$ cat config.mk
export PLATFORM = sky130hd
export DESIGN_NAME = mesh_router_queue_route
export DESIGN_NICKNAME = d
export VERILOG_FILES = /design/src/hw/rtl/mrq_pkg.sv /design/src/hw/rtl/mrq_front.sv /design/src/hw/rtl/mrq_cmdq.sv /design/src/hw/rtl/mrq_back.sv /design/src/hw/rtl/mesh_router_queue_route.sv
export VERILOG_INCLUDE_DIRS = /design/src /design/src/hw/rtl
export SDC_FILE = /design/constraint.sdc
export NUM_CORES = 2
export LEC_CHECK = 0
export BUFFER_PORTS_ARGS = -buffer_cell sky130_fd_sc_hd__buf_2
export CORE_UTILIZATION = 45
export CTS_CLUSTER_DIAMETER = 60
export DETAILED_ROUTE_END_ITERATION = 10
export PLACE_DENSITY = 0.73
export SLEW_MARGIN = 30
export SYNTH_ARGS = -nofsm -noshare
export SYNTH_HDL_FRONTEND = slang
export SYNTH_HIERARCHICAL = 1
export SYNTH_SLANG_ARGS = --single-unit
$ cat constraint.sdc
create_clock -name clk_i -period 15 [get_ports clk_i]
set_clock_uncertainty 0.2 [all_clocks]
set_input_delay 2.25 -clock clk_i [delete_from_list [all_inputs] [get_ports clk_i]]
set_output_delay 2.25 -clock clk_i [all_outputs]
set_load 0.03 [all_outputs]
$ cat src/hw/rtl/mesh_router_queue_route_macros.svh
// Assertion macros for the mesh router queue.
// Included by the top level; no other dependencies.
`ifndef MESH_ROUTER_QUEUE_ROUTE_MACROS_SVH
`define MESH_ROUTER_QUEUE_ROUTE_MACROS_SVH

// Same-cycle implication, disabled while in reset.
`define MRQ_ASSERT_IMPLY(lbl, clk, rst_n, ante, cons, msg) \
  lbl: assert property (@(posedge clk) disable iff (!rst_n) (ante) |-> (cons)) \
    else $error(msg);

// Next-cycle implication, disabled while in reset.
`define MRQ_ASSERT_NEXT(lbl, clk, rst_n, ante, cons, msg) \
  lbl: assert property (@(posedge clk) disable iff (!rst_n) (ante) |=> (cons)) \
    else $error(msg);

`endif

$ cat src/hw/rtl/mrq_pkg.sv
// Shared types, constants and helpers of the mesh router queue.
// No dependencies; imported by every module of the block.
`timescale 1ns / 1ps
`default_nettype none

package mrq_pkg;

  localparam int unsigned QueueDepth = 16;
  localparam int unsigned PtrW       = $clog2(QueueDepth);
  localparam int unsigned CntW       = $clog2(QueueDepth + 1);
  localparam int unsigned MaxMesh    = 64;

  localparam int unsigned CoordW    = 6;
  localparam int unsigned LenW      = 7;
  localparam int unsigned KindW     = 2;
  localparam int unsigned TagW      = 16;
  localparam int unsigned DelayW    = 32;
  localparam int unsigned CfgDelayW = 16;
  localparam int unsigned CountW    = 32;

  // Running sum of queuing delay; the gap seen by one entry stays below 2^QaccW.
  localparam int unsigned QaccW = CfgDelayW + CntW;

  // Command queue between front and back.
  localparam int unsigned CqDepth = 4;
  localparam int unsigned CqPtrW  = $clog2(CqDepth);
  localparam int unsigned CqCntW  = $clog2(CqDepth + 1);

  // Result queue at the output.
  localparam int unsigned OqDepth = 2;
  localparam int unsigned OqPtrW  = $clog2(OqDepth);
  localparam int unsigned OqCntW  = $clog2(OqDepth + 1);

  // Configuration port.
  localparam int unsigned CfgIdxW  = 3;
  localparam int unsigned CfgDataW = 16;
  localparam logic [CfgIdxW-1:0] CfgMyX         = 3'd0;
  localparam logic [CfgIdxW-1:0] CfgMyY         = 3'd1;
  localparam logic [CfgIdxW-1:0] CfgMeshLen     = 3'd2;
  localparam logic [CfgIdxW-1:0] CfgQueuingDly  = 3'd3;
  localparam logic [CfgIdxW-1:0] CfgRouteDly    = 3'd4;

  typedef enum logic [3:0] {
    ACT_QUEUED  = 4'd0,
    ACT_DROPPED = 4'd1,
    ACT_EMPTY   = 4'd2,
    ACT_LOCAL   = 4'd3,
    ACT_WEST    = 4'd4,
    ACT_EAST    = 4'd5,
    ACT_NORTH   = 4'd6,
    ACT_SOUTH   = 4'd7,
    ACT_MEMORY  = 4'd8,
    ACT_BADKIND = 4'd9
  } action_e;

  typedef struct packed {
    logic [CoordW-1:0] dest_x;
    logic [CoordW-1:0] dest_y;
    logic              to_mem;
    logic              bcast;
    logic [KindW-1:0]  kind;
    logic [TagW-1:0]   tag;
  } msg_t;

  typedef struct packed {
    logic              dispatch;
    logic              prefer_vert;
    msg_t              msg;
    logic [DelayW-1:0] delay;
  } cmd_t;

  typedef struct packed {
    logic [CoordW-1:0]    my_x;
    logic [CoordW-1:0]    my_y;
    logic [LenW-1:0]      mesh_len;
    logic [CfgDelayW-1:0] queuing_delay;
    logic [CfgDelayW-1:0] route_delay;
  } cfg_t;

  typedef struct packed {
    action_e           action;
    msg_t              msg;
    logic [DelayW-1:0] delay;
    logic [CountW-1:0] count;
  } result_t;

  typedef struct packed {
    logic [CntW-1:0] fill;
    logic [PtrW-1:0] head;
    logic [PtrW-1:0] tail;
  } back_stat_t;

  // Saturating add of two delays.
  function automatic logic [DelayW-1:0] sat_add(input logic [DelayW-1:0] a,
                                                input logic [DelayW-1:0] b);
    logic [DelayW:0] sum;
    sum = {1'b0, a} + {1'b0, b};
    return sum[DelayW] ? {DelayW{1'b1}} : sum[DelayW-1:0];
  endfunction

endpackage

`default_nettype wire

$ cat src/hw/rtl/mrq_front.sv
// Front end: takes items, adds the routing delay and packs commands.
// Depends on mrq_pkg; feeds mrq_cmdq.
`timescale 1ns / 1ps
`default_nettype none

module mrq_front (
  input  wire logic                          push_i,
  input  wire logic                          cmd_i,
  input  wire logic [mrq_pkg::CoordW-1:0]    dest_x_i,
  input  wire logic [mrq_pkg::CoordW-1:0]    dest_y_i,
  input  wire logic                          to_memory_i,
  input  wire logic                          is_broadcast_i,
  input  wire logic [mrq_pkg::KindW-1:0]     msg_kind_i,
  input  wire logic [mrq_pkg::TagW-1:0]      tag_in_i,
  input  wire logic [mrq_pkg::DelayW-1:0]    delay_in_i,
  input  wire logic                          prefer_vertical_i,
  input  wire logic [mrq_pkg::CfgDelayW-1:0] route_delay_i,
  input  wire logic                          cq_full_i,
  output logic                               full_o,
  output logic                               cq_push_o,
  output mrq_pkg::cmd_t                      cq_wdata_o
);
  import mrq_pkg::*;

  assign full_o    = cq_full_i;
  assign cq_push_o = push_i && !cq_full_i;

  always_comb begin
    cq_wdata_o             = '0;
    cq_wdata_o.dispatch    = cmd_i;
    cq_wdata_o.prefer_vert = prefer_vertical_i;
    // Only enqueues carry a message; a dispatch needs nothing but the bias bit.
    if (!cmd_i) begin
      cq_wdata_o.msg.dest_x = dest_x_i;
      cq_wdata_o.msg.dest_y = dest_y_i;
      cq_wdata_o.msg.to_mem = to_memory_i;
      cq_wdata_o.msg.bcast  = is_broadcast_i;
      cq_wdata_o.msg.kind   = msg_kind_i;
      cq_wdata_o.msg.tag    = tag_in_i;
      cq_wdata_o.delay      = sat_add(delay_in_i, DelayW'(route_delay_i));
    end
  end

endmodule

`default_nettype wire

$ cat src/hw/rtl/mrq_cmdq.sv
// Short command queue between front and back end.
// Depends on mrq_pkg.
`timescale 1ns / 1ps
`default_nettype none

module mrq_cmdq (
  input  wire logic          clk_i,
  input  wire logic          rst_ni,
  input  wire logic          push_i,
  input  wire mrq_pkg::cmd_t wdata_i,
  output logic               full_o,
  input  wire logic          pop_i,
  output mrq_pkg::cmd_t      rdata_o,
  output logic               empty_o
);
  import mrq_pkg::*;

  cmd_t              mem_q [CqDepth];
  logic [CqPtrW-1:0] rd_q, rd_d, wr_q, wr_d;
  logic [CqCntW-1:0] cnt_q, cnt_d;
  logic              do_push, do_pop;

  assign full_o  = (cnt_q == CqCntW'(CqDepth));
  assign empty_o = (cnt_q == '0);
  assign rdata_o = mem_q[rd_q];
  assign do_push = push_i && !full_o;
  assign do_pop  = pop_i && !empty_o;

  always_comb begin
    rd_d  = rd_q;
    wr_d  = wr_q;
    cnt_d = cnt_q;
    if (do_push) begin
      wr_d = (wr_q == CqPtrW'(CqDepth - 1)) ? '0 : wr_q + 1'b1;
    end
    if (do_pop) begin
      rd_d = (rd_q == CqPtrW'(CqDepth - 1)) ? '0 : rd_q + 1'b1;
    end
    if (do_push && !do_pop) begin
      cnt_d = cnt_q + 1'b1;
    end else if (do_pop && !do_push) begin
      cnt_d = cnt_q - 1'b1;
    end
  end

  always_ff @(posedge clk_i or negedge rst_ni) begin
    if (!rst_ni) begin
      rd_q  <= '0;
      wr_q  <= '0;
      cnt_q <= '0;
    end else begin
      rd_q  <= rd_d;
      wr_q  <= wr_d;
      cnt_q <= cnt_d;
    end
  end

  always_ff @(posedge clk_i) begin
    if (do_push) begin
      mem_q[wr_q] <= wdata_i;
    end
  end

endmodule

`default_nettype wire

$ cat src/hw/rtl/mrq_back.sv
// Back end: message store, queuing delay, route decision and result queue.
// Depends on mrq_pkg; fed by mrq_cmdq.
`timescale 1ns / 1ps
`default_nettype none

module mrq_back (
  input  wire logic            clk_i,
  input  wire logic            rst_ni,
  input  wire mrq_pkg::cfg_t   cfg_i,
  input  wire logic            cmd_valid_i,
  input  wire mrq_pkg::cmd_t   cmd_i,
  output logic                 cmd_pop_o,
  output mrq_pkg::result_t     res_o,
  output logic                 res_empty_o,
  input  wire logic            res_pop_i,
  output mrq_pkg::back_stat_t  stat_o
);
  import mrq_pkg::*;

  // Message store; each entry keeps its delay base and the queuing sum at entry.
  msg_t              msg_q  [QueueDepth];
  logic [DelayW-1:0] base_q [QueueDepth];
  logic [QaccW-1:0]  snap_q [QueueDepth];

  logic [PtrW-1:0]   head_q, head_d, tail_q, tail_d;
  logic [CntW-1:0]   fill_q, fill_d;
  logic [QaccW-1:0]  acc_q, acc_d;
  logic [CountW-1:0] pkt_q, pkt_d;

  // Result queue.
  result_t           oq_q [OqDepth];
  logic [OqPtrW-1:0] oq_rd_q, oq_rd_d, oq_wr_q, oq_wr_d;
  logic [OqCntW-1:0] oq_cnt_q, oq_cnt_d;
  logic              oq_full, oq_pop;

  logic              go, store_wr;
  result_t           res_d;
  msg_t              hd_msg;
  logic [QaccW-1:0]  acc_new, wait_sum;
  logic [DelayW-1:0] hd_delay;
  action_e           route_act, mem_act;

  logic [LenW-1:0]   len;
  logic signed [8:0] sx, sy, sl, lmx, lmy, mx, my;

  assign oq_full     = (oq_cnt_q == OqCntW'(OqDepth));
  assign res_empty_o = (oq_cnt_q == '0);
  assign res_o       = oq_q[oq_rd_q];
  assign oq_pop      = res_pop_i && !res_empty_o;
  assign go          = cmd_valid_i && !oq_full;
  assign cmd_pop_o   = go;

  assign stat_o.fill = fill_q;
  assign stat_o.head = head_q;
  assign stat_o.tail = tail_q;

  // Every dispatch adds queuing delay to all waiting entries; track it as a sum.
  assign hd_msg   = msg_q[head_q];
  assign acc_new  = acc_q + QaccW'(cfg_i.queuing_delay);
  assign wait_sum = acc_new - snap_q[head_q];
  assign hd_delay = sat_add(base_q[head_q], DelayW'(wait_sum));

  // Memory-bound step: toward the nearest edge, or memory on a boundary tile.
  assign len = (cfg_i.mesh_len > LenW'(MaxMesh)) ? LenW'(MaxMesh) : cfg_i.mesh_len;
  assign sx  = $signed({3'b000, cfg_i.my_x});
  assign sy  = $signed({3'b000, cfg_i.my_y});
  assign sl  = $signed({2'b00, len});
  assign lmx = sl - sx;
  assign lmy = sl - sy;
  assign mx  = (sx < lmx) ? sx : lmx;
  assign my  = (sy < lmy) ? sy : lmy;

  always_comb begin
    if (sx == 9'sd0 || sy == 9'sd0 || sx >= sl - 9'sd1 || sy >= sl - 9'sd1) begin
      mem_act = ACT_MEMORY;
    end else if (mx < my) begin
      mem_act = (sx < lmx) ? ACT_WEST : ACT_EAST;
    end else begin
      mem_act = (sy < lmy) ? ACT_NORTH : ACT_SOUTH;
    end
  end

  always_comb begin
    if ((hd_msg.dest_x == cfg_i.my_x && hd_msg.dest_y == cfg_i.my_y) || hd_msg.bcast) begin
      route_act = hd_msg.kind[1] ? ACT_BADKIND : ACT_LOCAL;
    end else if (hd_msg.to_mem) begin
      route_act = mem_act;
    end else if (cmd_i.prefer_vert ? (hd_msg.dest_y != cfg_i.my_y)
                                   : (hd_msg.dest_x == cfg_i.my_x)) begin
      route_act = (hd_msg.dest_y > cfg_i.my_y) ? ACT_SOUTH : ACT_NORTH;
    end else begin
      route_act = (hd_msg.dest_x > cfg_i.my_x) ? ACT_EAST : ACT_WEST;
    end
  end

  always_comb begin
    head_d   = head_q;
    tail_d   = tail_q;
    fill_d   = fill_q;
    acc_d    = acc_q;
    pkt_d    = pkt_q;
    store_wr = 1'b0;
    res_d    = '0;
    res_d.action = ACT_QUEUED;
    if (!cmd_i.dispatch) begin
      if (fill_q == CntW'(QueueDepth)) begin
        res_d.action = ACT_DROPPED;
      end else begin
        store_wr = 1'b1;
        tail_d   = (tail_q == PtrW'(QueueDepth - 1)) ? '0 : tail_q + 1'b1;
        fill_d   = fill_q + 1'b1;
        pkt_d    = pkt_q + 1'b1;
      end
    end else if (fill_q == '0) begin
      res_d.action = ACT_EMPTY;
    end else begin
      acc_d        = acc_new;
      head_d       = (head_q == PtrW'(QueueDepth - 1)) ? '0 : head_q + 1'b1;
      fill_d       = fill_q - 1'b1;
      res_d.action = route_act;
      res_d.msg    = hd_msg;
      res_d.delay  = hd_delay;
    end
    res_d.count = pkt_d;
  end

  always_comb begin
    oq_rd_d  = oq_rd_q;
    oq_wr_d  = oq_wr_q;
    oq_cnt_d = oq_cnt_q;
    if (go) begin
      oq_wr_d = (oq_wr_q == OqPtrW'(OqDepth - 1)) ? '0 : oq_wr_q + 1'b1;
    end
    if (oq_pop) begin
      oq_rd_d = (oq_rd_q == OqPtrW'(OqDepth - 1)) ? '0 : oq_rd_q + 1'b1;
    end
    if (go && !oq_pop) begin
      oq_cnt_d = oq_cnt_q + 1'b1;
    end else if (oq_pop && !go) begin
      oq_cnt_d = oq_cnt_q - 1'b1;
    end
  end

  always_ff @(posedge clk_i or negedge rst_ni) begin
    if (!rst_ni) begin
      head_q   <= '0;
      tail_q   <= '0;
      fill_q   <= '0;
      acc_q    <= '0;
      pkt_q    <= '0;
      oq_rd_q  <= '0;
      oq_wr_q  <= '0;
      oq_cnt_q <= '0;
    end else begin
      oq_rd_q  <= oq_rd_d;
      oq_wr_q  <= oq_wr_d;
      oq_cnt_q <= oq_cnt_d;
      if (go) begin
        head_q <= head_d;
        tail_q <= tail_d;
        fill_q <= fill_d;
        acc_q  <= acc_d;
        pkt_q  <= pkt_d;
      end
    end
  end

  always_ff @(posedge clk_i) begin
    if (go && store_wr) begin
      msg_q[tail_q]  <= cmd_i.msg;
      base_q[tail_q] <= cmd_i.delay;
      snap_q[tail_q] <= acc_q;
    end
    if (go) begin
      oq_q[oq_wr_q] <= res_d;
    end
  end

endmodule

`default_nettype wire

$ cat src/hw/rtl/mesh_router_queue_route.sv
// Mesh router queue: an accepted item passes the command queue and then the result
// queue before its result word shows on the ports, when no older word waits ahead.
// Throughput is one item per cycle unless a full queue stalls it; front and back
// ends retire one word a cycle, with a 4-word command and a 2-word result queue.
// Reset (asynchronous, active low) empties both queues and the message store,
// clears the packet count and loads the configuration defaults.
`timescale 1ns / 1ps
`default_nettype none
`include "mesh_router_queue_route_macros.svh"

module mesh_router_queue_route (
  input  wire logic                          clk_i,
  input  wire logic                          rst_ni,
  input  wire logic                          cfg_we_i,
  input  wire logic [mrq_pkg::CfgIdxW-1:0]   cfg_idx_i,
  input  wire logic [mrq_pkg::CfgDataW-1:0]  cfg_wdata_i,
  input  wire logic                          push,
  output logic                               full,
  input  wire logic                          cmd_i,
  input  wire logic [mrq_pkg::CoordW-1:0]    dest_x_i,
  input  wire logic [mrq_pkg::CoordW-1:0]    dest_y_i,
  input  wire logic                          to_memory_i,
  input  wire logic                          is_broadcast_i,
  input  wire logic [mrq_pkg::KindW-1:0]     msg_kind_i,
  input  wire logic [mrq_pkg::TagW-1:0]      tag_in_i,
  input  wire logic [mrq_pkg::DelayW-1:0]    delay_in_i,
  input  wire logic                          prefer_vertical_i,
  output logic                               empty,
  input  wire logic                          pop,
  output logic [3:0]                         action_o,
  output logic [mrq_pkg::CoordW-1:0]         dest_x_out_o,
  output logic [mrq_pkg::CoordW-1:0]         dest_y_out_o,
  output logic                               to_memory_out_o,
  output logic                               broadcast_out_o,
  output logic [mrq_pkg::KindW-1:0]          kind_out_o,
  output logic [mrq_pkg::TagW-1:0]           tag_out_o,
  output logic [mrq_pkg::DelayW-1:0]         delay_out_o,
  output logic [mrq_pkg::CountW-1:0]         received_count_o
);
  import mrq_pkg::*;

  cfg_t       cfg_q;
  logic       cq_full, cq_empty, cq_push, cq_pop;
  cmd_t       cq_wdata, cq_rdata;
  result_t    res;
  back_stat_t bk_stat;

  always_ff @(posedge clk_i or negedge rst_ni) begin
    if (!rst_ni) begin
      cfg_q.my_x          <= '0;
      cfg_q.my_y          <= '0;
      cfg_q.mesh_len      <= LenW'(8);
      cfg_q.queuing_delay <= CfgDelayW'(1);
      cfg_q.route_delay   <= CfgDelayW'(1);
    end else if (cfg_we_i) begin
      case (cfg_idx_i)
        CfgMyX:        cfg_q.my_x          <= cfg_wdata_i[CoordW-1:0];
        CfgMyY:        cfg_q.my_y          <= cfg_wdata_i[CoordW-1:0];
        CfgMeshLen:    cfg_q.mesh_len      <= cfg_wdata_i[LenW-1:0];
        CfgQueuingDly: cfg_q.queuing_delay <= cfg_wdata_i[CfgDelayW-1:0];
        CfgRouteDly:   cfg_q.route_delay   <= cfg_wdata_i[CfgDelayW-1:0];
        default: ;
      endcase
    end
  end

  mrq_front u_front (
    .push_i            (push),
    .cmd_i             (cmd_i),
    .dest_x_i          (dest_x_i),
    .dest_y_i          (dest_y_i),
    .to_memory_i       (to_memory_i),
    .is_broadcast_i    (is_broadcast_i),
    .msg_kind_i        (msg_kind_i),
    .tag_in_i          (tag_in_i),
    .delay_in_i        (delay_in_i),
    .prefer_vertical_i (prefer_vertical_i),
    .route_delay_i     (cfg_q.route_delay),
    .cq_full_i         (cq_full),
    .full_o            (full),
    .cq_push_o         (cq_push),
    .cq_wdata_o        (cq_wdata)
  );

  mrq_cmdq u_cmdq (
    .clk_i   (clk_i),
    .rst_ni  (rst_ni),
    .push_i  (cq_push),
    .wdata_i (cq_wdata),
    .full_o  (cq_full),
    .pop_i   (cq_pop),
    .rdata_o (cq_rdata),
    .empty_o (cq_empty)
  );

  mrq_back u_back (
    .clk_i       (clk_i),
    .rst_ni      (rst_ni),
    .cfg_i       (cfg_q),
    .cmd_valid_i (!cq_empty),
    .cmd_i       (cq_rdata),
    .cmd_pop_o   (cq_pop),
    .res_o       (res),
    .res_empty_o (empty),
    .res_pop_i   (pop),
    .stat_o      (bk_stat)
  );

  assign action_o         = res.action;
  assign dest_x_out_o     = res.msg.dest_x;
  assign dest_y_out_o     = res.msg.dest_y;
  assign to_memory_out_o  = res.msg.to_mem;
  assign broadcast_out_o  = res.msg.bcast;
  assign kind_out_o       = res.msg.kind;
  assign tag_out_o        = res.msg.tag;
  assign delay_out_o      = res.delay;
  assign received_count_o = res.count;

  `MRQ_ASSERT_NEXT(a_accept_reaches_cmdq, clk_i, rst_ni, push && !full, !cq_empty, "accepted word missing from command queue")
  `MRQ_ASSERT_IMPLY(a_ptr_fill_agree, clk_i, rst_ni, bk_stat.head == bk_stat.tail, bk_stat.fill == '0 || bk_stat.fill == CntW'(QueueDepth), "store pointers disagree with fill count")
  `MRQ_ASSERT_IMPLY(a_no_msg_on_status, clk_i, rst_ni, !empty && (res.action == ACT_QUEUED || res.action == ACT_DROPPED || res.action == ACT_EMPTY), delay_out_o == '0 && tag_out_o == '0 && kind_out_o == '0, "status result carries message fields")

endmodule

`default_nettype wire

==> flow_summary.yaml <==
status:
  outcome: "finished, final reports clean"
placement:
  dpl.cell_count: 6539
  io_buffers: 191
  place_congestion: 0.885
  hpwl_um: 109000
layout:
  utilization_pct: 50.9
  fillers: 13800
  regArea_um2: 58000
  multi_input_area_um2: 21700
  layout.cells.non_filler: 6900
  area_delta_synth_final_pct: 12.2
  drive_gt1_share_pct: 28.5
  fin_nets: 4625
timing:
  setup_violations: 0
  relSlewSlack_pct: 31.9
  fin_crit_ps: 7920
  worst_pin_slew_ps: 1020
  drv_slew: 0
  min_period_over_period_pct: 52.8
  grt_setup_unrepaired: "no"
  finalSetupTns_ps: 0
  hold_viol_final: 0
  fmax_mhz: 126
critical_path:
  crit_path_frequent_cell: "a21oi_1"
  crit_path_max_fanout: 59
  r2r_setup_slack_ps: 7080
  crit_required_ps: 15410
  timing.rr.start: "u_back/head_q[1]$_DFFE_PN0P_"
  cp-startpoint: "u_back/head_q[1]$_DFFE_PN0P_"
  r2r_cells: 20
  worst-path-buf-inv: 2
  crit_chain: "buf_4 -> mux4_2 -> mux4_2 -> inv_1 -> ha_1 -> a211oi_1 -> o21ai_0 -> a2111oi_0 -> o31a_1 -> a21oi_1 -> a21o_1 -> a21oi_1 -> xnor2_1 -> ha_1 -> and3_1 -> and3_1 -> nand3_1 -> a31oi_4 -> nand2_2 -> a21oi_1"
  cp.arrival_ps: 8340
  crit_family: "compound AO/OA/AOI/OAI gates"
  startpoint_type: "flop"
  r2r_end: "u_back/oq_q[0][41]$_DFFE_PP_"
  slowest_stage: "dfrtp_4"
  worstSetupEndpointType: "flop"
  path_class: "reg -> reg"
  cpPeakStageDelay_ps: 1020
global_routing:
  grt_pass1_vias: 40900
  antenna_found_initial: 14
  grt_pass1_wl_um: 277000
  grt_max_degree: 86
  grt-ovfl-total: 0
  grt_use_total_pct: 20.9
floorplan:
  rows: 155
  coreArea_um2: 179000
  die-area_um2: 182000
  fp.dieH_um: 426
  initial_core_util_pct: 45.4
  die_x_um: 426
  pin_count: 192
synth:
  ys_async_sr_fraction_pct: 6.56
  synth_area_leaders: "edfxtp_1 68%, mux4_2 13%, dfrtp_1 3.9%, ha_1 2.3%, mux2_2 2.2%"
  ys.flop_type: "edfxtp_1"
  syn_inst: 4100
  syn-cell-area_um2: 81100
  synth-edff-count: 1824
  syn_nets: 4347
  yosysTopAreaCell: "edfxtp_1"
  ys_types: 96
  ys_warn_count: 6
  ys_seq_elements: 1952
  synth_top_area_share_pct: 67.6
  synth_area_per_cell_um2: 19.8
  ys_seq_area_share_pct: 71.5
route:
  dr.pass1.iters: 5
  dr_total_vias: 40700
  via_per_inst: 5.89
  drc_errors: 0
  wl_per_cell_um: 27.6
  totalWireLength_um: 190000
  drt_iter0_markers: 4166
  ant_nets: 0
hold_path:
  holdPathStages: 1
  hold-path-endpoint: "u_back/pkt_q[31]$_DFFE_PN0P_"
  hp-start: "u_back/pkt_q[31]$_DFFE_PN0P_"
  worstHoldPathType: "reg -> reg"
cts:
  post_cts_resize_count: 0
  cts-root-buf: "clkbuf_16"
  cts.reportedPaths.clkPinSlew_ps: 60
  holdBufCountCts: 0
  clkLatencyLatePin_ps: 820
  h-tree-depth: 4
  clock_sinks: 1952
  postCtsSetupBuffers: 0
  cts_buffer_depth: 3
  cts_tree: "yes"
  cts_made_buffers: 190
flow_run:
  max_cap_violations: 0
==> cell type report <==
| type | count | share of cell area (%) |
|---|---|---|
| sequential | 1952 | 63.8 |
| multi-input combinational | 1869 | 23.9 |
| clock buffer | 255 | 5.75 |
| tap | 2355 | 3.24 |
| timing repair buffer | 269 | 1.87 |
| clock inverter | 98 | 1.05 |
| inverter | 96 | 0.396 |
| antenna | 6 | 0.0165 |
==> cell families after synthesis <==
logic type / count (synthesis) / synth area share (%)
xor gates and xnor gates: 165 / 1.79
buffers and inverters: 279 / 1.81
DFF: 1952 / 71.5
adders and majority gates: 157 / 2.50
AOI/OAI and AO/OA: 365 / 2.91
and+or+nand+nor: 501 / 3.26
muxes: 681 / 16.2
==> how the worst max path moves through the flow <==
| stage | end | slack, ps | cells past startpoint |
|---|---|---|---|
| floorplan | u_back/base_q[0][0]$_DFFE_PP_ | 4040 | 7 |
| global placement | u_back/oq_q[0][42]$_DFFE_PP_ | 6450 | 13 |
| detailed placement | u_back/oq_q[1][46]$_DFFE_PP_ | 7000 | 20 |
| CTS | u_back/oq_q[1][46]$_DFFE_PP_ | 6930 | 20 |
| global route | u_back/oq_q[1][32]$_DFFE_PP_ | 6770 | 20 |
| finish | u_back/oq_q[0][41]$_DFFE_PP_ | 7080 | 20 |
==> stage by stage <==
stage | hold slack, ps | instance area [um2] | setup slack [ps]
after global routing | 302 | 90900 | 6770
after global placement | 268 | 84600 | 6450
after CTS | 292 | 90900 | 6930
after floorplan | 255 | 81100 | 4040
final | 296 | 90900 | 7080
after detailed placement | 274 | 84700 | 7000
==> flip-flops by register name (all words and copies together) (netlist names) <==
signal / flops
cfg_q: 51
u_back/acc_q: 21
u_back/base_q: 512
u_back/fill_q: 5
u_back/head_q: 4
u_back/msg_q: 512
u_back/oq_cnt_q: 2
u_back/oq_q: 200
u_back/oq_rd_q: 1
u_back/oq_wr_q: 1
u_back/pkt_q: 32
u_back/snap_q: 336
u_back/tail_q: 4
u_cmdq/cnt_q: 3
u_cmdq/mem_q: 264
u_cmdq/rd_q: 2
u_cmdq/wr_q: 2
==> worst register-to-register path: cells and delay by family (launching register included) <==
kind                       cells  cell delay [ps]
DFF                            1             1020
buffers and inverters          2              830
muxes                          2              870
AOI/OAI and AO/OA              9             2980
xor gates and xnor gates       1              100
and+or+nand+nor                4             1070
adders and majority gates      2              670
==> layer usage <==
metal | vias to the layer above | GRT usage (%) | wire length [um]
met1 | 21400 | 27.5 | 73900
met4 | 2 | 6.78 | 5890
met5 | - | 0 | 11
li1 | 17200 | - | -
met2 | 1723 | 35.8 | 97700
met3 | 313 | 3.05 | 12900
==> layout by cell type, fill, tap and decap left out, types with 8 or more instances in the layout <==
cell,synthesis,layout
nand3_1,41,41
nand2b_1,15,15
xor2_1,73,73
nor2b_1,51,51
o21a_1,17,17
buf_4,20,62
inv_1,91,91
nand2_1,97,96
and2_1,20,11
clkinv_2,0,36
nor2_1,113,107
mux2_2,161,161
mux2_4,10,10
ha_1,149,149
mux4_2,479,479
and2_4,0,9
edfxtp_1,1824,1824
clkbuf_16,0,192
a21o_1,41,41
a21oi_2,14,14
buf_2,38,189
o21bai_1,9,9
a31oi_1,18,18
nand4_1,15,15
dfrtp_1,125,118
a211oi_1,10,10
buf_6,26,10
or3_1,13,13
clkbuf_8,0,19
mux2i_1,23,23
fa_1,8,8
bufinv_16,0,10
a21oi_1,125,125
nor3_1,35,31
xnor2_1,91,91
clkinv_1,0,23
o21ai_0,65,65
clkbuf_1,68,44
and3_1,45,45
==> synthesized netlist by cell type, types with 6 or more instances <==
library cell and n:
dfrtp_1 125, buf_2 38, or2_2 7, clkbuf_1 68, fa_1 8, mux4_2 479
buf_1 23, buf_6 26, a21oi_2 14, o21bai_1 9, a31oi_1 18, a21oi_1 125
xnor2_1 91, o21ai_0 65, and3_1 45, a21o_1 41, a211oi_1 10, buf_4 20
nor4_1 11, or3_1 13, and4_1 7, o21a_1 17, inv_1 91, mux2_4 10
nor2b_1 51, nand2b_1 15, nor2_1 113, nand3_1 41, a211o_1 6, nor3_1 35
ha_1 149, mux2_2 161, mux2i_1 23, and2_1 20, nand4_1 15, nand2_1 97
xor2_1 73, edfxtp_1 1824, o31a_1 6
Power is left out: the tool's default activity adds up to more than one toggle a clock period on the data nets, which glitch-free logic cannot reach.
